`src/mrt_pkg.sv`:
```
// Shared constants, types and helpers of the multipath route table.
package mrt_pkg;

    localparam int TABLE_SLOTS = 64;
    localparam int MAX_HOPS    = 8;
    localparam int ADDR_BITS   = 32;
    localparam int DIST_BITS   = 32;

    localparam int SLOT_W  = (TABLE_SLOTS > 1) ? $clog2(TABLE_SLOTS) : 1;
    localparam int HOP_W   = (MAX_HOPS > 1) ? $clog2(MAX_HOPS) : 1;
    localparam int CNT_W   = $clog2(MAX_HOPS + 1);
    localparam int HADDR_W = $clog2(TABLE_SLOTS * MAX_HOPS);

    localparam int OUT_SLOT_W = 6;
    localparam int OUT_CNT_W  = 4;
    localparam int OUT_HOP_W  = 32;

    typedef enum logic [1:0] {
        KIND_SET     = 2'd0,
        KIND_DEL_HOP = 2'd1,
        KIND_DEL_DST = 2'd2
    } t_kind;

    typedef enum logic [1:0] {
        ST_OK         = 2'd0,
        ST_NOT_FOUND  = 2'd1,
        ST_TABLE_FULL = 2'd2,
        ST_HOP_FULL   = 2'd3
    } t_status;

    typedef enum logic [3:0] {
        OP_NONE,
        OP_LOAD,
        OP_DSCAN,
        OP_RESP,
        OP_FREE,
        OP_NEW,
        OP_META_LATCH,
        OP_HSCAN,
        OP_WR_DIST,
        OP_APPEND,
        OP_DEL_BEGIN,
        OP_SHIFT_RD,
        OP_SHIFT_WR,
        OP_SHIFT_FIN,
        OP_RSCAN,
        OP_FINISH
    } t_dp_op;

    typedef struct packed {
        t_dp_op  op;
        t_status code;
    } t_cmd;

    typedef struct packed {
        logic [1:0] kind;
        logic       dscan_end;
        logic       found;
        logic       free_found;
        logic       hscan_end;
        logic       hfound;
        logic       list_full;
        logic       last_hop;
        logic       shift_end;
        logic       rscan_end;
    } t_dp_status;

    typedef struct packed {
        logic [ADDR_BITS-1:0] addr;
        logic [DIST_BITS-1:0] metric;
    } t_hop;

    function automatic logic [HADDR_W-1:0] hop_index(input logic [SLOT_W-1:0] slot,
                                                     input logic [CNT_W-1:0] idx);
        hop_index = HADDR_W'(slot) * HADDR_W'(MAX_HOPS) + HADDR_W'(idx);
    endfunction

endpackage

```
`src/mrt_ctrl.sv`:
```
// Sequencing state machine of the multipath route table.
module mrt_ctrl (
    input  logic                i_clk,
    input  logic                i_rst_n,
    input  logic                i_start,
    input  mrt_pkg::t_dp_status i_st,
    output mrt_pkg::t_cmd       o_cmd,
    output logic                o_busy
);

    typedef enum logic [10:0] {
        S_IDLE     = 11'b000_0000_0001,
        S_DSCAN    = 11'b000_0000_0010,
        S_DECIDE   = 11'b000_0000_0100,
        S_META_RD  = 11'b000_0000_1000,
        S_HSCAN    = 11'b000_0001_0000,
        S_HDECIDE  = 11'b000_0010_0000,
        S_SHIFT_RD = 11'b000_0100_0000,
        S_SHIFT_WR = 11'b000_1000_0000,
        S_RSCAN    = 11'b001_0000_0000,
        S_FINISH   = 11'b010_0000_0000,
        S_SPARE    = 11'b100_0000_0000
    } t_state;

    t_state r_state, n_state;

    always_ff @(posedge i_clk) begin
        if (!i_rst_n) begin
            r_state <= S_IDLE;
        end else begin
            r_state <= n_state;
        end
    end

    always_comb begin
        n_state    = r_state;
        o_cmd.op   = mrt_pkg::OP_NONE;
        o_cmd.code = mrt_pkg::ST_OK;
        case (r_state)
            S_IDLE: begin
                if (i_start) begin
                    o_cmd.op = mrt_pkg::OP_LOAD;
                    n_state  = S_DSCAN;
                end
            end
            S_DSCAN: begin
                o_cmd.op = mrt_pkg::OP_DSCAN;
                if (i_st.dscan_end) begin
                    n_state = S_DECIDE;
                end
            end
            S_DECIDE: begin
                n_state = S_IDLE;
                if (i_st.kind == mrt_pkg::KIND_SET) begin
                    if (i_st.found) begin
                        n_state = S_META_RD;
                    end else if (i_st.free_found) begin
                        o_cmd.op = mrt_pkg::OP_NEW;
                    end else begin
                        o_cmd.op   = mrt_pkg::OP_RESP;
                        o_cmd.code = mrt_pkg::ST_TABLE_FULL;
                    end
                end else if (i_st.kind == mrt_pkg::KIND_DEL_HOP && i_st.found) begin
                    n_state = S_META_RD;
                end else if (i_st.kind == mrt_pkg::KIND_DEL_DST && i_st.found) begin
                    o_cmd.op = mrt_pkg::OP_FREE;
                end else begin
                    o_cmd.op   = mrt_pkg::OP_RESP;
                    o_cmd.code = mrt_pkg::ST_NOT_FOUND;
                end
            end
            S_META_RD: begin
                o_cmd.op = mrt_pkg::OP_META_LATCH;
                n_state  = S_HSCAN;
            end
            S_HSCAN: begin
                o_cmd.op = mrt_pkg::OP_HSCAN;
                if (i_st.hscan_end) begin
                    n_state = S_HDECIDE;
                end
            end
            S_HDECIDE: begin
                n_state = S_IDLE;
                if (i_st.kind == mrt_pkg::KIND_SET) begin
                    if (i_st.hfound) begin
                        o_cmd.op = mrt_pkg::OP_WR_DIST;
                        n_state  = S_RSCAN;
                    end else if (i_st.list_full) begin
                        o_cmd.op   = mrt_pkg::OP_RESP;
                        o_cmd.code = mrt_pkg::ST_HOP_FULL;
                    end else begin
                        o_cmd.op = mrt_pkg::OP_APPEND;
                        n_state  = S_RSCAN;
                    end
                end else if (!i_st.hfound) begin
                    o_cmd.op   = mrt_pkg::OP_RESP;
                    o_cmd.code = mrt_pkg::ST_NOT_FOUND;
                end else if (i_st.last_hop) begin
                    o_cmd.op = mrt_pkg::OP_FREE;
                end else begin
                    o_cmd.op = mrt_pkg::OP_DEL_BEGIN;
                    n_state  = S_SHIFT_RD;
                end
            end
            S_SHIFT_RD: begin
                if (i_st.shift_end) begin
                    o_cmd.op = mrt_pkg::OP_SHIFT_FIN;
                    n_state  = S_RSCAN;
                end else begin
                    o_cmd.op = mrt_pkg::OP_SHIFT_RD;
                    n_state  = S_SHIFT_WR;
                end
            end
            S_SHIFT_WR: begin
                o_cmd.op = mrt_pkg::OP_SHIFT_WR;
                n_state  = S_SHIFT_RD;
            end
            S_RSCAN: begin
                o_cmd.op = mrt_pkg::OP_RSCAN;
                if (i_st.rscan_end) begin
                    n_state = S_FINISH;
                end
            end
            S_FINISH: begin
                o_cmd.op = mrt_pkg::OP_FINISH;
                n_state  = S_IDLE;
            end
            default: begin
                n_state = S_IDLE;
            end
        endcase
    end

    assign o_busy = (r_state != S_IDLE);

endmodule

```
`config.mk`:
```
export PLATFORM = sky130hd
export DESIGN_NAME = mrt_ctrl
export DESIGN_NICKNAME = d
export VERILOG_FILES = /design/src/mrt_pkg.sv /design/src/mrt_ctrl.sv
export SDC_FILE = /design/constraint.sdc
export NUM_CORES = 1
export LEC_CHECK = 0
export ABC_AREA = 1
export BUFFER_PORTS_ARGS = -buffer_cell sky130_fd_sc_hd__buf_2
export CAP_MARGIN = 5
export CORE_MARGIN = 4
export CORE_UTILIZATION = 50
export CTS_BUF_LIST = sky130_fd_sc_hd__clkbuf_8
export DETAILED_ROUTE_END_ITERATION = 10
export PLACE_DENSITY = 0.82
export SYNTH_ARGS = -nofsm -noshare
export SYNTH_HDL_FRONTEND = slang
export SYNTH_SLANG_ARGS = --single-unit
```
`constraint.sdc`:
```
create_clock -name i_clk -period 1.5 [get_ports i_clk]
set_input_delay 0.225 -clock i_clk [delete_from_list [all_inputs] [get_ports i_clk]]
set_output_delay 0.225 -clock i_clk [all_outputs]
set_load 0.02 [all_outputs]
```
=== Yosys cells after proc, flatten, opt, wreduce, memory -nomap -nowiden ===
Cells that the tools add are included.

* Register bits: 11
* Latch bits: 0
* Bits in writable memories: 0
* Bits in read-only memories: 0
* Input port bits: 14
* Output and inout bits: 7
* Logic and storage cells: 55
* Memories kept: 0

* $add $sub $neg: 0
* $mul: 0
* Div/mod/pow operators: 0
* $lt $le $gt $ge: 0
* Equal/unequal tests: 17
* Shift-type cells: 0
* Muxes and demuxes: 33
* Bitwise logic cells: 0
* Reductions and logical operators: 4

{| class="wikitable"
|+ Operator list
! cell !! number
|-
| $pmux 11 s9 || 1
|-
| $mux 11 || 6
|-
| $pmux 4 s10 || 1
|-
| $mux 9 || 3
|-
| $mux 4 || 6
|-
| $mux 6 || 3
|-
| $mux 7 || 2
|-
| $eq 11x1->1 const B || 1
|-
| $eq 11x10->1 const B || 1
|-
| $eq 11x2->1 const B || 1
|-
| $eq 11x3->1 const B || 1
|-
| $eq 11x4->1 const B || 1
|-
| $eq 11x5->1 const B || 1
|-
| $eq 11x6->1 const B || 1
|-
| $eq 11x7->1 const B || 1
|-
| $eq 11x8->1 const B || 1
|-
| $eq 11x9->1 const B || 1
|-
| $ne 11x1->1 const B || 1
|-
| $mux 3 || 3
|-
| $ne 2x2->1 const B || 4
|-
| $mux 2 || 3
|-
| $mux 5 || 1
|-
| $pmux 2 s2 || 1
|-
| $reduce_and 4->1 || 1
|-
| 5 further kinds || 8
|}

=== Logic depth before layout (Yosys ltp) ===
Gate-level depths: netlist of run 1.

* Depth after elaboration: 6
* Depth in mapped cells: 9
* Depth with buffers taken out: 9

=== Least setup slack after synthesis of run 1 ===
Ideal clock, no wire load.

* Path kind: flip-flop to output port
* Start point: reg r_state[8]
* End point: out o_cmd[1] in the netlist's numbering
* Data arrival time: 1320 ps
* Data required time: 1275 ps
* Slack: -45 ps
* Stages on the path, launching flop included: 6
* Buffers on the path: 0
* Cell sequence: dfxtp_1 nor2_2 nand2_2 nor2_4 nand2_2 o31ai_1

{| class="wikitable"
|+ RTL lines
! element !! RTL line !! source
|-
| from (decl) || mrt_ctrl.sv:25 || <nowiki>t_state r_state, n_state;</nowiki>
|-
| from (signal assigned) || mrt_ctrl.sv:31 || <nowiki>r_state <= n_state;</nowiki>
|-
| to (decl) || mrt_ctrl.sv:7 || <nowiki>output mrt_pkg::t_cmd o_cmd,</nowiki>
|}

==> summary.txt, run 1 <==
Clock network
  • Clk sinks: 10
  • Clock tree root buffer cell: clkbuf_8
  • Worst-path clk slew: 0.05 ns
  • H-tree depth: 1
  • TritonCTS clock tree: built
  • Num CTS Buffers: 3
  • Clk_lat worst skew: 0.25 ns
  • Longest Clk Path Bufs: 2

Yosys
  • List of most frequent post-synthesis cells: 31 x nand2_1, 30 x inv_1, 22 x nor2_1
  • Synth area leader: dfxtp_1
  • Yosys reg bits: 10
  • Post-synth ARST share: 0%
  • Mean Syn Cell Area: 5.75 µm²
  • Seq/Total Area, Yosys: 22.9%
  • Top cell type's share of synthesized area: 22.9%
  • Yosys warning total: 0
  • Post-Synthesis Net Count: 166
  • Largest cells by area after synthesis: dfxtp_1 23%, nand2_1 13%, inv_1 13%
  • Synth Flop Type: dfxtp_1
  • Most numerous cell in the Yosys netlist: nand2_1
  • Synthesized instance count: 152
  • Post-synth EDFFs: 0
  • Mapped cell area: 873 µm²
  • Synth unique cells: 21

Finish
  • Largest Register: r_state
  • Largest register FFs: 10
  • Ratio of cells with drive above 1 in the final layout: 50.3%
  • Area Overhead vs Synth: 59.3%
  • Layout Cells excl Fill: 211
  • Final nets: 210
  • N_diodes: 0
  • Biggest regs: r_state: 10 flops
  • Util after Layout: 88.3%

Timing
  • Fin crit period: 1.85 ns
  • Slew Limit Fails: 0
  • Final Hold Fails: 0
  • Period utilization: 123%
  • Clk_skew: 0.00556 ns
  • Least-Margin Pin Slew: 0.299 ns
  • RSZ-0062 raised after global routing: yes
  • # setup viols final: 15
  • Final WS setup: -0.347 ns
  • Fmax: 541 MHz
  • Relative slew slack: 79.8%

Global routing
  • M3 GR Usage: 6.33%
  • Remaining Overflow, GRT: 0
  • Met1 usage: 30.1%
  • Initial antenna violation count: 0
  • All-Layer GR Usage: 26.4%
  • Pin count of the biggest net entering global routing: 10
  • First-pass GRT wire length: 5.06 mm
  • Vias in the first global route: 1166
  • Busiest layer in global routing: met2
  • Met2 Usage GRT: 46.9%

Status
  • Violated checks: setup timing
  • Status: finished with violations

Routing
  • 1st-pass router iterations: 5
  • Wire per inst: 18.1 µm
  • DR DRC count: 0
  • Antenna-violating nets left: 0
  • Routed vias: 1298
  • DRT iter0 DRCs: 91
  • Vias/cell: 6.15
  • Total wire length: 3.83 mm

Pwr
  • Power Dens Cells: 1460 nW/µm²
  • Total power draw: 2.04 mW
  • Leak Pwr: 0.792 nW
  • VDD IR max: 1310 µV

Min path
  • Hold depth: 2
  • Sink of the worst hold path: r_state[3]$_SDFFE_PN0P_
  • HP Start: i_st[10]
  • Hold/Removal Path Class: in2reg

Floorplanning
  • Num rows: 14
  • Die height: 49.8 µm
  • Initial Util: 55.4%
  • Die X: 49.8 µm
  • Die Area: 2480 µm²
  • Num ports: 21
  • Core area: 1580 µm²

Setup path
  • WS Path Type: reg2out
  • Critical path's most frequent cell: nand2_1
  • Crit-path max cell delay: 0.34 ns
  • CP cell instances: nor2_4 > nand2_1 > nor2_4 > nand2_2 > nand2_1 > nor2_2 > a21boi_1 > nand2_1 > buf_6
  • Reg2reg setup slack: -0.22 ns
  • Worst Reg-to-Reg Cells: 11
  • Worst Path Max Fanout: 3
  • Setup crit end kind: output pin
  • CP required: 1.27 ns
  • Data arrival, critical path: 1.62 ns
  • Critical path's slowest cell: dfxtp_2
  • Reg2reg start: r_state[7]$_SDFFE_PN0P_
  • RR Endpoint: r_state[1]$_SDFFE_PN0P_
  • Critical path launch point type: register

Placement
  • Buffers on Ports: 20
  • DP HPWL: 2.12 mm
  • Final Wtd Congestion: 0.945
  • Setup WS pre-CTS: -0.111 ns
  • Placed cells: 198

Job
  • Max-cap violation count: 0
logic make-up after synthesis:
logic type      Yosys count  synth area share, %
compound gates           16                 10.5
buf+inv                  32                 14.0
flops                    10                 22.9
simple gates             94                 52.6
critical path: cells and delay by family (launching register included):
family / cells / cell delay [ns]
buffers and inverters: 1 / 0.12
AOI/OAI and AO/OA: 1 / 0.12
and+or+nand+nor: 7 / 0.80
DFF: 1 / 0.34
where the power goes:
group | internal, mW | total (mW) | switching [mW]
Sequential | 0.320 | 0.371 | 0.0509
Combinational | 0.544 | 1.31 | 0.769
Clock | 0.232 | 0.354 | 0.122
Total | 1.10 | 2.04 | 0.942
cell type report:
class                   instances  area, µm²
multi-input cells             110        691
repair buffers                 40        284
flip-flops and latches         10        223
fillers                        70        185
inverters                      31        119
clock buffers                   4       55.1
well taps                      16       20.0
how the worst max path moves through the flow:
stage	endpoint	depth (start not counted)	startpoint	slack, ns
2_1_floorplan	o_cmd[2]	6	r_state[4]$_SDFFE_PN0P_	0.05
3_3_place_gp	o_cmd[4]	7	r_state[0]$_SDFFE_PN1P_	-0.11
3_5_place_dp	o_cmd[4]	7	r_state[0]$_SDFFE_PN1P_	-0.11
4_1_cts	o_cmd[3]	10	r_state[7]$_SDFFE_PN0P_	-0.27
5_1_grt	o_cmd[4]	9	r_state[8]$_SDFFE_PN0P_	-0.40
6_report	o_cmd[3]	9	r_state[7]$_SDFFE_PN0P_	-0.35
metal layers:
metal | vias to the layer above | wire length (µm)
met5 | - | 0
met4 | 0 | 194
met3 | 36 | 437
met2 | 111 | 1820
met1 | 592 | 1380
li1 | 559 | -
through the flow:
stage          hold WS (ns)  setup TNS [ns]  instance area (µm²)
2_1_floorplan         0.303               0                  878
3_3_place_gp          0.438          -0.210                 1080
3_5_place_dp          0.439          -0.270                 1080
4_1_cts               0.176           -1.50                 1230
5_1_grt               0.186           -4.48                 1390
6_report              0.179           -3.28                 1390
placed cells by master (no fill, tap or decap), types with 6 or more instances in the layout:
cell,Yosys,layout
nand2_2,5,10
buf_4,0,21
nand3_1,14,9
inv_1,30,28
buf_2,0,14
nand2_1,31,24
nor2_4,3,11
nor2_1,22,15
dfxtp_2,0,6
repair_timing:
action                     4_1_cts  5_1_grt
resized for setup               29       35
buffers inserted                 3        6
hold buffers                     0        0
setup endpoints to repair        7       15
pin swaps                       11       17
No activity file was read; power rests on OpenSTA's default activity.
==> run 2, diff against run 1 <==
--- a/config.mk
+++ b/config.mk
@@ -6,13 +6,14 @@
 export NUM_CORES = 1
 export LEC_CHECK = 0
 export ABC_AREA = 1
-export BUFFER_PORTS_ARGS = -buffer_cell sky130_fd_sc_hd__buf_2
+export BUFFER_PORTS_ARGS = -buffer_cell sky130_fd_sc_hd__clkbuf_2
 export CAP_MARGIN = 5
 export CORE_MARGIN = 4
 export CORE_UTILIZATION = 50
 export CTS_BUF_LIST = sky130_fd_sc_hd__clkbuf_8
 export DETAILED_ROUTE_END_ITERATION = 10
 export PLACE_DENSITY = 0.82
+export RECOVER_POWER = 25
 export SYNTH_ARGS = -nofsm -noshare
 export SYNTH_HDL_FRONTEND = slang
 export SYNTH_SLANG_ARGS = --single-unit
==> summary.txt, run 2 (synthesized netlist as in run 1, its figures left out) <==
Timing
  • Clk_skew: 0.00154 ns (-0.00401 ns)
  • Slew Limit Fails: 0 (unchanged)
  • Period utilization: 133% (+9.8 points)
  • Final WS setup: -0.494 ns (-0.146 ns)
  • # setup viols final: 15 (unchanged)
  • Relative slew slack: 77.0% (-2.8 points)
  • Final Hold Fails: 0 (unchanged)
  • Least-Margin Pin Slew: 0.341 ns (+0.0414 ns)
  • TNS Setup: -3.58 ns (-0.300 ns)
  • Fmax: 502 MHz (-7.3%)
  • Fin crit period: 1.99 ns (+0.146 ns)
  • RSZ-0062 raised after global routing: yes

Clock network
  • TritonCTS clock tree: built
  • Clock tree root buffer cell: clkbuf_8
  • Worst-path clk slew: 0.05 ns (about the same)
  • Longest Clk Path Bufs: 2 (unchanged)
  • Num CTS Buffers: 3 (unchanged)
  • Clk_lat worst skew: 0.25 ns (about the same)
  • H-tree depth: 1 (unchanged)
  • Clk sinks: 10 (unchanged)

Routing
  • DR DRC count: 0 (unchanged)
  • Total wire length: 3.81 mm (-0.44%)
  • DRT iter0 DRCs: 108 (+19%)
  • Vias/cell: 5.97 (-3.0%)
  • Wire per inst: 17.9 µm (-1.4%)
  • 1st-pass router iterations: 6 (+1)
  • Routed vias: 1271 (-2.1%)
  • Antenna-violating nets left: 0 (unchanged)

Global routing
  • M3 GR Usage: 9.34% (+3.0 points)
  • Met1 usage: 29.7% (-0.36 points)
  • Initial antenna violation count: 0 (unchanged)
  • All-Layer GR Usage: 25.3% (-1.1 points)
  • First-pass GRT wire length: 4.79 mm (-5.3%)
  • Remaining Overflow, GRT: 0 (unchanged)
  • Vias in the first global route: 1102 (-5.5%)
  • Busiest layer in global routing: met2
  • Pin count of the biggest net entering global routing: 10 (unchanged)
  • Met2 Usage GRT: 43.4% (-3.5 points)

Floorplanning
  • Die X: 49.8 µm (unchanged)
  • Die height: 49.8 µm (unchanged)
  • Num rows: 14 (unchanged)
  • Initial Util: 55.4% (unchanged)
  • Num ports: 21 (unchanged)
  • Core area: 1580 µm² (unchanged)
  • Die Area: 2480 µm² (unchanged)

Finish
  • Util after Layout: 88.9% (+0.63 points)
  • Largest Register: r_state
  • Most common cell after layout, fill and taps aside: inv_1
  • Largest register FFs: 10 (unchanged)
  • Biggest regs: r_state: 10 flops
  • Ratio of cells with drive above 1 in the final layout: 46.2% (-4.1 points)
  • Area Overhead vs Synth: 60.5%
  • Filler Cell Count: 60 (-14%)
  • N_diodes: 0 (unchanged)
  • Final nets: 212 (+0.95%)
  • Post-route cell area: 1400 µm² (+0.72%)
  • Most frequent cells in the layout: 29 x inv_1, 25 x nand2_1, 20 x buf_4, 18 x nor2_1, 13 x clkbuf_2

Min path
  • Hold/Removal Path Class: in2reg

Placement
  • Cell Area, Placed: 1090 µm² (+1.4%)
  • Final Wtd Congestion: 0.918 (-2.9%)
  • DP HPWL: 2.04 mm (-3.9%)
  • Setup WS pre-CTS: -0.138 ns (-0.0263 ns)
  • Buffers on Ports: 20 (unchanged)

Pwr
  • VDD IR max: 1240 µV (-5.2%)
  • Leak Pwr: 0.804 nW (+1.6%)
  • Power Dens Cells: 1420 nW/µm² (-2.8%)

Setup path
  • Worst Path Max Fanout: 4 (+1)
  • Critical path launch point type: register
  • WS Path Type: reg2out
  • Data arrival, critical path: 1.77 ns (+0.15 ns)
  • CP required: 1.27 ns (about the same)
  • Setup crit end kind: output pin

Status
  • Violated checks: setup timing
  • Status: finished with violations

Job
  • Max-cap violation count: 0 (unchanged)
run 2: changes by cell type in the layout (fill, tap and decap cells not counted), sizes merged:
cell,delta
buf,-15
clkbuf,+17
run 2: routing by layer:
metal	part of all wire [%]	wire, µm
met2	48	1830
met5	0	0
met3	10	392
met4	5.5	209
met1	36	1380
run 2: power by group:
group,switching (mW),internal [mW],leakage [nW]
clock,0.133,0.233,0.0288
combinational,0.715,0.547,0.691
sequential,0.0485,0.318,0.0845
run 2: layout make-up:
class	instances	area, µm²	share of cell area, %
Inverter	31	119	8.48
Multi-Input combinational cell	110	668	47.7
Tap cell	16	20.0	1.43
Timing Repair Buffer	42	327	23.3
Sequential cell	10	213	15.2
Clock buffer	4	55.1	3.93
run 2: path summary, 6_finish.rpt:
check | slack (ns) | endpoint | cells after the start | startpoint
max | -0.49 | o_cmd[3] | 9 | r_state[9]$_SDFFE_PN0P_
min | 0.19 | r_state[3]$_SDFFE_PN0P_ | 2 | i_st[10]
max reg2reg | -0.29 | r_state[4]$_SDFFE_PN0P_ | 11 | r_state[9]$_SDFFE_PN0P_
min reg2reg | 0.68 | r_state[1]$_SDFFE_PN0P_ | 4 | r_state[1]$_SDFFE_PN0P_
run 2: timing repair:
action / CTS / global route
setup endpoints to repair: 7 / 15
buffers inserted: 5 / 4
pin swaps: 13 / 2
gates resized for setup: 38 / 22
hold endpoints to repair: 0 / 0
hold buffers: 0 / 0
run 2: worst max-delay path, cell delays in order (launching register included):
cell and delay (ns):
dfxtp_4 0.36, nor2_4 0.13, nand2_2 0.09, nor2_4 0.22, nand2_2 0.11, nand2_1 0.12, nor2_1 0.07, a21boi_2 0.15
nand2_1 0.10, clkbuf_8 0.16
run 2: metrics by stage:
step                hold WS (ns)  instances  power, mW
CTS                        0.190        209       1.75
global placement           0.444        200       1.18
detailed placement         0.445        200       1.20
floorplan                  0.303        152      0.929
finish                     0.186        213       2.00
global route               0.214        213       2.08
